$ cat config.mk
export PLATFORM = sky130hd
export DESIGN_NAME = uart_tx_rx_ring_buffers_unit
export DESIGN_NICKNAME = d
export VERILOG_FILES = /design/src/rtl/utrb_pkg.sv /design/src/rtl/utrb_ram.sv /design/src/rtl/uart_tx_rx_ring_buffers_unit.sv
export SDC_FILE = /design/constraint.sdc
export NUM_CORES = 1
export LEC_CHECK = 0
export ABC_AREA = 0
export BUFFER_PORTS_ARGS = -buffer_cell sky130_fd_sc_hd__buf_2
export CORE_MARGIN = 3
export CORE_UTILIZATION = 47
export DETAILED_ROUTE_END_ITERATION = 8
export GPL_ROUTABILITY_DRIVEN = 0
export GPL_TIMING_DRIVEN = 0
export PLACE_DENSITY = 0.72
export SETUP_SLACK_MARGIN = 0.1
export SLEW_MARGIN = 40
export SYNTH_ARGS = -nofsm -noshare
export SYNTH_HDL_FRONTEND = slang
export SYNTH_SLANG_ARGS = --single-unit
$ cat constraint.sdc
create_clock -name i_clk -period 2.9 [get_ports i_clk]
set_input_delay 0.725 -clock i_clk [delete_from_list [all_inputs] [get_ports i_clk]]
set_output_delay 0.725 -clock i_clk [all_outputs]
set_load 0.02 [all_outputs]
$ cat src/rtl/utrb_pkg.sv
`timescale 1ns / 1ps
// Package for the UART transmit/receive ring buffer unit.
// Holds the action and status codes, payload structs and the controller state type.
// No dependencies.
package utrb_pkg;

    // Action codes carried by an input transaction
    typedef enum logic [1:0] {
        ACT_PUT      = 2'd0,
        ACT_GET      = 2'd1,
        ACT_ARRIVE   = 2'd2,
        ACT_TX_READY = 2'd3
    } t_action;

    // Result status codes
    typedef enum logic [2:0] {
        ST_OK          = 3'd0,
        ST_TX_FULL     = 3'd1,
        ST_RX_EMPTY    = 3'd2,
        ST_RX_OVERFLOW = 3'd3,
        ST_TX_IDLE     = 3'd4
    } t_status;

    // Input transaction payload
    typedef struct packed {
        t_action    action;
        logic [7:0] data_in;
    } t_in_item;

    // Result transaction payload
    typedef struct packed {
        logic [7:0] data_out;
        logic       line_send;
        logic       read_valid;
        t_status    status;
        logic       tx_busy;
    } t_out_item;

    // Controller state
    typedef enum logic {
        S_IDLE = 1'b0,
        S_READ = 1'b1
    } t_state;

endpackage

$ cat src/rtl/utrb_ram.sv
`timescale 1ns / 1ps
// Generic single-write, single-read RAM with registered read data.
// No dependencies.
module utrb_ram #(
    parameter int WIDTH = 8,
    parameter int DEPTH = 16
) (
    input  logic                     i_clk,
    input  logic                     i_we,
    input  logic [$clog2(DEPTH)-1:0] i_waddr,
    input  logic [WIDTH-1:0]         i_wdata,
    input  logic                     i_re,
    input  logic [$clog2(DEPTH)-1:0] i_raddr,
    output logic [WIDTH-1:0]         o_rdata
);

    logic [WIDTH-1:0] r_mem [DEPTH];
    logic [WIDTH-1:0] r_rdata;

    // Write port
    always_ff @(posedge i_clk) begin
        if (i_we) begin
            r_mem[i_waddr] <= i_wdata;
        end
    end

    // Registered read port
    always_ff @(posedge i_clk) begin
        if (i_re) begin
            r_rdata <= r_mem[i_raddr];
        end
    end

    assign o_rdata = r_rdata;

endmodule

$ cat src/rtl/uart_tx_rx_ring_buffers_unit.sv
`timescale 1ns / 1ps
// UART transmit/receive ring buffer unit: top level.
// Depends on utrb_pkg and utrb_ram (one instance per ring).
//
// Usage:
//   Input channel (i_in_valid / o_in_stall / i_in_item) takes one action per
//   transaction: put a byte to send, get a received byte, a byte arriving
//   from the line, or transmitter ready. Each input transaction yields exactly
//   one result transaction on the output channel (o_out_valid / i_out_stall /
//   o_out_item), in order.
//   Put, arrival and the no-data cases of get and transmitter ready produce
//   their result in the cycle after acceptance.
//   A get or transmitter ready that pops a ring reads the ring memory, whose
//   registered read data then passes to the output register. Input stalls
//   while such a read is in progress, so no new transaction is accepted
//   until its result has been formed.
//   The result sits in an output register; a new transaction is accepted
//   while that register is being taken. When the receiver stalls, the result
//   holds and input stalls until it is taken.
//   Reset (synchronous, active low) empties both rings and clears the busy
//   flag; ring memory contents are not cleared.
module uart_tx_rx_ring_buffers_unit
    import utrb_pkg::*;
#(
    parameter int TX_DEPTH = 16,
    parameter int RX_DEPTH = 16
) (
    input  logic      i_clk,
    input  logic      i_rst_n,
    input  logic      i_in_valid,
    output logic      o_in_stall,
    input  t_in_item  i_in_item,
    output logic      o_out_valid,
    input  logic      i_out_stall,
    output t_out_item o_out_item
);

    localparam int TXA_W = $clog2(TX_DEPTH);
    localparam int RXA_W = $clog2(RX_DEPTH);
    localparam int TXC_W = $clog2(TX_DEPTH + 1);
    localparam int RXC_W = $clog2(RX_DEPTH + 1);
    localparam logic [TXA_W-1:0] TX_LAST = TXA_W'(TX_DEPTH - 1);
    localparam logic [RXA_W-1:0] RX_LAST = RXA_W'(RX_DEPTH - 1);
    localparam logic [TXC_W-1:0] TX_FULL = TXC_W'(TX_DEPTH);
    localparam logic [RXC_W-1:0] RX_FULL = RXC_W'(RX_DEPTH);

    t_state           r_state, n_state;
    logic             r_rd_tx, n_rd_tx;
    logic [TXA_W-1:0] r_tx_head, n_tx_head, r_tx_tail, n_tx_tail;
    logic [TXC_W-1:0] r_tx_count, n_tx_count;
    logic [RXA_W-1:0] r_rx_head, n_rx_head, r_rx_tail, n_rx_tail;
    logic [RXC_W-1:0] r_rx_count, n_rx_count;
    logic             r_busy, n_busy;
    logic             r_out_valid, n_out_valid;
    t_out_item        r_out, n_out;

    logic             out_free;
    logic             accept;
    logic             tx_we, tx_re, rx_we, rx_re;
    logic [7:0]       tx_rdata, rx_rdata;

    // Ring memories
    utrb_ram #(.WIDTH(8), .DEPTH(TX_DEPTH)) u_tx_ram (
        .i_clk   (i_clk),
        .i_we    (tx_we),
        .i_waddr (r_tx_tail),
        .i_wdata (i_in_item.data_in),
        .i_re    (tx_re),
        .i_raddr (r_tx_head),
        .o_rdata (tx_rdata)
    );

    utrb_ram #(.WIDTH(8), .DEPTH(RX_DEPTH)) u_rx_ram (
        .i_clk   (i_clk),
        .i_we    (rx_we),
        .i_waddr (r_rx_tail),
        .i_wdata (i_in_item.data_in),
        .i_re    (rx_re),
        .i_raddr (r_rx_head),
        .o_rdata (rx_rdata)
    );

    // Handshake: accept when idle and the output register is free or draining
    assign out_free    = !r_out_valid || !i_out_stall;
    assign o_in_stall  = (r_state != S_IDLE) || !out_free;
    assign accept      = i_in_valid && !o_in_stall;
    assign o_out_valid = r_out_valid;
    assign o_out_item  = r_out;

    // Next state, ring pointer updates and result formation
    always_comb begin
        n_state     = r_state;
        n_rd_tx     = r_rd_tx;
        n_tx_head   = r_tx_head;
        n_tx_tail   = r_tx_tail;
        n_tx_count  = r_tx_count;
        n_rx_head   = r_rx_head;
        n_rx_tail   = r_rx_tail;
        n_rx_count  = r_rx_count;
        n_busy      = r_busy;
        n_out_valid = r_out_valid && i_out_stall;
        n_out       = r_out;
        tx_we       = 1'b0;
        tx_re       = 1'b0;
        rx_we       = 1'b0;
        rx_re       = 1'b0;

        unique case (r_state)
            S_IDLE: begin
                if (accept) begin
                    n_out             = '0;
                    n_out.status      = ST_OK;
                    n_out_valid       = 1'b1;
                    unique case (i_in_item.action)
                        ACT_PUT: begin
                            if (!r_busy) begin
                                n_out.data_out  = i_in_item.data_in;
                                n_out.line_send = 1'b1;
                                n_busy          = 1'b1;
                            end else if (r_tx_count == TX_FULL) begin
                                n_out.status = ST_TX_FULL;
                            end else begin
                                tx_we      = 1'b1;
                                n_tx_tail  = (r_tx_tail == TX_LAST) ? '0 : r_tx_tail + 1'b1;
                                n_tx_count = r_tx_count + 1'b1;
                            end
                        end
                        ACT_GET: begin
                            if (r_rx_count == '0) begin
                                n_out.status = ST_RX_EMPTY;
                            end else begin
                                rx_re       = 1'b1;
                                n_rx_head   = (r_rx_head == RX_LAST) ? '0 : r_rx_head + 1'b1;
                                n_rx_count  = r_rx_count - 1'b1;
                                n_rd_tx     = 1'b0;
                                n_state     = S_READ;
                                n_out_valid = 1'b0;
                            end
                        end
                        ACT_ARRIVE: begin
                            if (r_rx_count != RX_FULL) begin
                                rx_we      = 1'b1;
                                n_rx_tail  = (r_rx_tail == RX_LAST) ? '0 : r_rx_tail + 1'b1;
                                n_rx_count = r_rx_count + 1'b1;
                            end else begin
                                n_out.status = ST_RX_OVERFLOW;
                            end
                        end
                        ACT_TX_READY: begin
                            if (r_tx_count != '0) begin
                                tx_re       = 1'b1;
                                n_tx_head   = (r_tx_head == TX_LAST) ? '0 : r_tx_head + 1'b1;
                                n_tx_count  = r_tx_count - 1'b1;
                                n_busy      = 1'b1;
                                n_rd_tx     = 1'b1;
                                n_state     = S_READ;
                                n_out_valid = 1'b0;
                            end else begin
                                n_busy       = 1'b0;
                                n_out.status = ST_TX_IDLE;
                            end
                        end
                    endcase
                    n_out.tx_busy = n_busy;
                end
            end
            S_READ: begin
                // RAM data is valid now; output register is known free
                n_out            = '0;
                n_out.data_out   = r_rd_tx ? tx_rdata : rx_rdata;
                n_out.line_send  = r_rd_tx;
                n_out.read_valid = !r_rd_tx;
                n_out.status     = ST_OK;
                n_out.tx_busy    = r_busy;
                n_out_valid      = 1'b1;
                n_state          = S_IDLE;
            end
        endcase
    end

    // Control registers
    always_ff @(posedge i_clk) begin
        if (!i_rst_n) begin
            r_state     <= S_IDLE;
            r_rd_tx     <= 1'b0;
            r_tx_head   <= '0;
            r_tx_tail   <= '0;
            r_tx_count  <= '0;
            r_rx_head   <= '0;
            r_rx_tail   <= '0;
            r_rx_count  <= '0;
            r_busy      <= 1'b0;
            r_out_valid <= 1'b0;
        end else begin
            r_state     <= n_state;
            r_rd_tx     <= n_rd_tx;
            r_tx_head   <= n_tx_head;
            r_tx_tail   <= n_tx_tail;
            r_tx_count  <= n_tx_count;
            r_rx_head   <= n_rx_head;
            r_rx_tail   <= n_rx_tail;
            r_rx_count  <= n_rx_count;
            r_busy      <= n_busy;
            r_out_valid <= n_out_valid;
        end
    end

    // Result payload register
    always_ff @(posedge i_clk) begin
        r_out <= n_out;
    end

endmodule

# ---- Word-level counts from Yosys, hierarchy flattened
# Memory sizes are Yosys's and may differ from the RTL's. A register that Yosys moved wholly into a read port is not among the register bits.
# Index checks and enable logic that the tools add are counted.
dict set report op_classes {
  addsub 8
  eq_ne 15
  mux 55
  n_bitwise 3
  n_reduce_logical 23
}
# operator n
set op_table {}
lappend op_table {{1-bit two-way mux} 29}
lappend op_table {{14-bit case mux with 2 select lines} 1}
lappend op_table {{5-bit two-way mux} 5}
lappend op_table {{5-bit case mux with 2 select lines} 2}
lappend op_table {{9-bit two-way mux} 2}
lappend op_table {{4-bit by 1-bit adder with 4-bit output, second input constant} 4}
lappend op_table {{4-bit equality test, second input constant} 4}
lappend op_table {{4-bit two-way mux} 4}
lappend op_table {{5-bit AND reduction} 3}
lappend op_table {{14-bit two-way mux} 1}
lappend op_table {{2-bit != test, second input constant} 6}
lappend op_table {{1-bit case mux with 2 select lines} 6}
lappend op_table {{3-bit case mux with 4 select lines} 1}
lappend op_table {{4-bit AND reduction} 3}
lappend op_table {{5-bit by 1-bit adder with 5-bit output, second input constant} 2}
lappend op_table {{5-bit by 1-bit subtractor with 5-bit output, second input constant} 2}
lappend op_table {{8-bit two-way mux} 1}
lappend op_table {{6-bit AND reduction} 1}
lappend op_table {{2-bit nonzero test} 3}
lappend op_table {{5-bit equality test, second input constant} 1}
lappend op_table {{1-bit zero test} 5}
lappend op_table {{5-bit zero test} 1}
lappend op_table {{5-bit != test, second input constant} 1}
lappend op_table {{5-bit nonzero test} 1}
lappend op_table {{other kinds (9)} 15}
dict set report word_totals {
  regBits 44
  ramBits 256
  inputBits 14
  out_inout_bits 16
  word_cells 121
  mem_count 2
}
# memory depth width read_ports rd_clocked_by_memory_dff write_ports line_no
set mem_list {}
lappend mem_list {u_rx_ram.r_mem 16 8 1 1 1 utrb_ram.sv:17} ;# logic [WIDTH-1:0] r_mem [DEPTH];
lappend mem_list {u_tx_ram.r_mem 16 8 1 1 1 utrb_ram.sv:17}

# ---- Depth between registers and ports, before layout
dict set report logic_depth {
  depth_word 10
  depth_mapped 9
}

# ---- Cells and area by module
# Synthesis repeated with hierarchy kept, for this count alone.
dict set report unflattened {
  hier_cells 701
  area_unflattened_um2 12917.4
}
# module n_inst cells_each area_each_um2 seq_area_each_um2
set by_module_without_submodules {}
lappend by_module_without_submodules {utrb_ram 2 229 5227.5 4083.9}
lappend by_module_without_submodules {uart_tx_rx_ring_buffers_unit 1 243 2462.4 1021.0}

# ---- Least setup slack after synthesis
# No wires, ideal clock.
dict set report synth_timing {
  path_kind {input-to-reg}
  from {input i_in_item[8] (netlist bit)}
  to {memory u_tx_ram.r_mem[1][0], enable pin}
  setup_time_ps 383
  arrival_ps 2474
  required_ps 2517
  setup_slack_ps 43
  stages 6
  path_buffers 0
  path_cell_list {inv_1 -> ha_1 -> nand2_1 -> a2111oi_4 -> nand2_1 -> nor3_1}
}
dict set report synth_between {
  elab_chain_len 6
}
# item line_no
set synth_lines {}
lappend synth_lines {{start: declaration} uart_tx_rx_ring_buffers_unit.sv:32} ;# input t_in_item i_in_item,
lappend synth_lines {{2-bit zero test} uart_tx_rx_ring_buffers_unit.sv:114} ;# unique case (i_in_item.action)
lappend synth_lines {{1-bit two-way mux} uart_tx_rx_ring_buffers_unit.sv:114}
lappend synth_lines {{1-bit two-way mux} uart_tx_rx_ring_buffers_unit.sv:110} ;# if (accept) begin
lappend synth_lines {{1-bit two-way mux} uart_tx_rx_ring_buffers_unit.sv:108} ;# unique case (r_state)
lappend synth_lines {{1-bit two-way mux} utrb_ram.sv:22} ;# if (i_we) begin
lappend synth_lines {{1-bit two-way mux (implied by the code)} utrb_ram.sv:23} ;# r_mem[i_waddr] <= i_wdata;
lappend synth_lines {{end: declaration} utrb_ram.sv:17}
# Every way passes these cells.

# ---- Worst setup path in the final report
dict set report layout_timing {
  from {input i_in_item[8] (netlist bit)}
  to {memory u_tx_ram.r_mem[15][4], enable pin}
}
# Same word-level chain as after synthesis.

==> qor.csv <==
metric,value,unit
vias in the first global route,6728,
"EDFF count, synth",286,
Final min period,2.56,ns
# diodes,0,
M1 GR Usage,25.5,%
Cell Pwr Density,681,mW/mm²
Worst-path clk slew,0.06,ns
sequential fraction of the synthesis area,70.8,%
"top cells by area, synth","edfxtp_1, mux4_2, dfxtp_1",
fin area,0.0148,mm²
cell breakdown of the critical path,"buf_2, inv_1, ha_1, nand2_1, a2111oi_4, buf_4, nand2_4, nor2_1",
row cnt,60,
Root Driver,clkbuf_16,
clk_skew,0.0223,ns
Hold Path Depth,2,
nets,836,
Slew HR,43.5,%
clock share of power,44.9,%
number of max-cap violations,0,
sw power,2.12,mW
RSZ-0062 raised after global routing,false,
Num CTS Buffers,34,
proportion of layout cells with a drive suffix above 1,25.3,%
post-route ant nets,0,
routed len/inst,21.7,µm
drt first pass iters,5,
flip-flop and latch area,0.00919,mm²
DIE HEIGHT,172,µm
Core Area,0.0270,mm²
"area leader, netlist",edfxtp_1,
Crit. End Element,register,
Port Buffers,28,
final setup fails,0,
Sequential Power Share,50.0,%
final worst slack,0.343,ns
Synth Area per Inst,17.7,µm²
Post-Syn Area,0.0130,mm²
CTS tree,done,
number of buffers and inverters on the critical path,3,
Sw Share,21.0,%
H-tree Lvls,2,
DRC viols,0,
# clock sinks,316,
Post-synth ARST share,0,%
CP Class,in -> reg,
met3 Resource Use GR,3.16,%
grt total ovfl,0,
DIE WIDTH,172,µm
Final Hold Viols,0,
P&R area growth vs syn,14.4,%
first-pass GRT wire length,39200,µm
Most Crowded Layer GR,met2,
via count,6646,
post-synth top area share,66.2,%
Max VDD drop,0.320,mV
total power,10.1,mW
Final period util,88.2,%
FILL cells,2032,
r2r worst-path depth,6,
Crit path arrival time,2.69,ns
num ports,30,
Combinational Power Share,5.1,%
internal power,7.99,mW
Detailed Place HPWL,15900,µm
status,completed,
placed cell area,0.0136,mm²
Post-synth top flop,edfxtp_1,
Vias per Instance,5.69,
Worst Path Max Fanout,10,
Crit-path slowest cell,nor2_1,
drt total wl,25300,µm
Synth Register Bits,316,
drt first-iter violations,560,
CP required,3.03,ns
largest net degree at the start of global routing,34,
largest stage delay on the critical path,0.66,ns
Slew Limit Fails,0,
CP Launch Type,input pin,
multi-input logic area,0.00361,mm²
leakage power,4.81,nW
"delay-heaviest family, CP",simple AND/OR/NAND/NOR gates,
"worst slack, placed",-0.514,ns
GRT Overall Usage,17.6,%
Initial Util,48.0,%
initial antenna violation count,0,
Die ar.,0.0296,mm²
Hold Crit Class,reg -> reg,
Slew @ Worst Pin,0.844,ns
Clock Path Buffers,3,
fmax,0.391,GHz
cell count along the critical path,8,
CTS Hold Bufs,0,
Synth warnings,0,
synthesized instance count,735,
GR Util met2,27.9,%
clock latency at the later pin of the worst-skew pair,0.52,ns
Mapped Nets,771,
Cell variety after synth,54,
routing by layer:
| layer | up-vias | part of all wire [%] |
|---|---|---|
| met5 | - | 0 |
| met4 | 0 | 2.1 |
| met3 | 40 | 5.8 |
| met2 | 217 | 48 |
| met1 | 3365 | 45 |
| li1 | 3024 | - |
power by group through the flow:
stage               Sequential, mW  Combinational, mW  Clock [mW]
global placement              5.15              0.511           0
detailed placement            5.15              0.521           0
finish                        5.05              0.520        4.54
floorplan                     5.18              0.317           0
CTS                           5.05              0.524        4.60
global route                  5.06              0.572        4.80
synth_stat cells, types with 2 or more instances:
library cell,instances
buf_1,6
buf_2,9
ha_1,20
o211a_1,3
nand2_4,2
a211oi_1,16
mux2i_1,23
clkbuf_1,20
fa_1,2
mux4_2,64
xnor2_1,10
and2_1,5
nand2b_1,6
o2111ai_1,3
and3_1,2
inv_1,18
a22o_1,8
nand3_1,8
edfxtp_1,286
a21oi_1,25
nand4_1,2
nand2_1,33
a21o_1,3
nor3_1,10
mux2_2,9
buf_4,4
nor2_1,44
inv_2,2
a31oi_1,4
o221a_2,2
buf_6,2
dfxtp_1,30
a21boi_0,6
o21ai_0,3
nor2b_1,26
final cells by class:
cell class,instances,area share (%)
timing repair buffer,29,0.995
tap,341,2.88
multi-input combinational,358,24.3
clock buffer,36,5.93
clock inverter,26,2.13
inverter,20,0.506
buffer,41,1.32
sequential,316,61.9
what timing repair did:
action | CTS | global route
cloned | 0 | 0
setup buffers | 0 | 1
endpoints found under the setup margin | 88 | 128
gates resized for setup | 7 | 5
pin swaps | 0 | 1
logic make-up (layout without fill, tap and decap cells):
kind of cell	count (synthesis)	in the layout	share of synthesized area [%]
AO/OA/AOI/OAI	82	82	4.70
adder cells (fa/ha/maj)	22	22	2.24
flip-flops	316	316	70.8
AND/OR/NAND/NOR	148	148	5.82
multiplexers	96	96	13.7
buffers and inverters	61	152	2.08
XOR/XNOR	10	10	0.675
final timing paths:
| check | from | to | slack, ns |
|---|---|---|---|
| worst max-delay path | i_in_item[8] | u_tx_ram.r_mem[15][4] | 0.34 |
| worst min-delay path | r_rx_count[3] | r_rx_count[3] | 0.48 |
| worst max register to register | r_tx_head[0] | u_tx_ram.o_rdata[2] | 0.45 |
| worst min register to register | r_rx_count[3] | r_rx_count[3] | 0.48 |
registers in the layout, indices dropped and copies added, names as in the netlist:
register,flops
u_rx_ram.r_mem,128
u_tx_ram.r_mem,128
o_out_item,14
u_rx_ram.o_rdata,8
u_tx_ram.o_rdata,8
r_rx_count,5
r_tx_count,5
r_rx_head,4
r_rx_tail,4
r_tx_head,4
r_tx_tail,4
o_out_valid,1
r_busy,1
r_rd_tx,1
r_state,1
metrics by stage:
step / hold slack [ns] / instances / setup TNS, ns / utilization [%]
after floorplan: 0.453 / 735 / 0 / -
after global placement: 0.473 / 1104 / -67.38 / 50.1
after detailed placement: 0.485 / 1104 / -56.81 / 50.2
after CTS: 0.486 / 1166 / 0 / 54.8
after global routing: 0.505 / 1167 / 0 / 54.9
final: 0.483 / 1167 / 0 / 54.9
layout by cell type (no fill, tap or decap), drive strengths merged, types with 5 or more instances in the layout:
cell | synthesis | final
inv | 20 | 22
dfxtp | 30 | 30
clkinv | 0 | 14
and2 | 5 | 5
a22o | 8 | 8
mux4 | 64 | 64
mux2 | 9 | 9
a211oi | 16 | 16
nor2 | 45 | 45
mux2i | 23 | 23
nor2b | 26 | 26
nand2b | 6 | 6
xnor2 | 10 | 10
nand2 | 35 | 35
edfxtp | 286 | 286
nand3 | 9 | 9
clkbuf | 20 | 56
buf | 21 | 50
bufinv | 0 | 6
a21oi | 26 | 26
nor3 | 10 | 10
a21boi | 6 | 6
ha | 20 | 20
worst register-to-register path, delay by kind of cell (launching register included):
kind / cells / cell delay (ns)
DFF: 1 / 0.34
AOI/OAI and AO/OA: 1 / 0.13
buffers and inverters: 3 / 0.83
muxes: 2 / 0.89
Power figures use the tool's default switching activity.
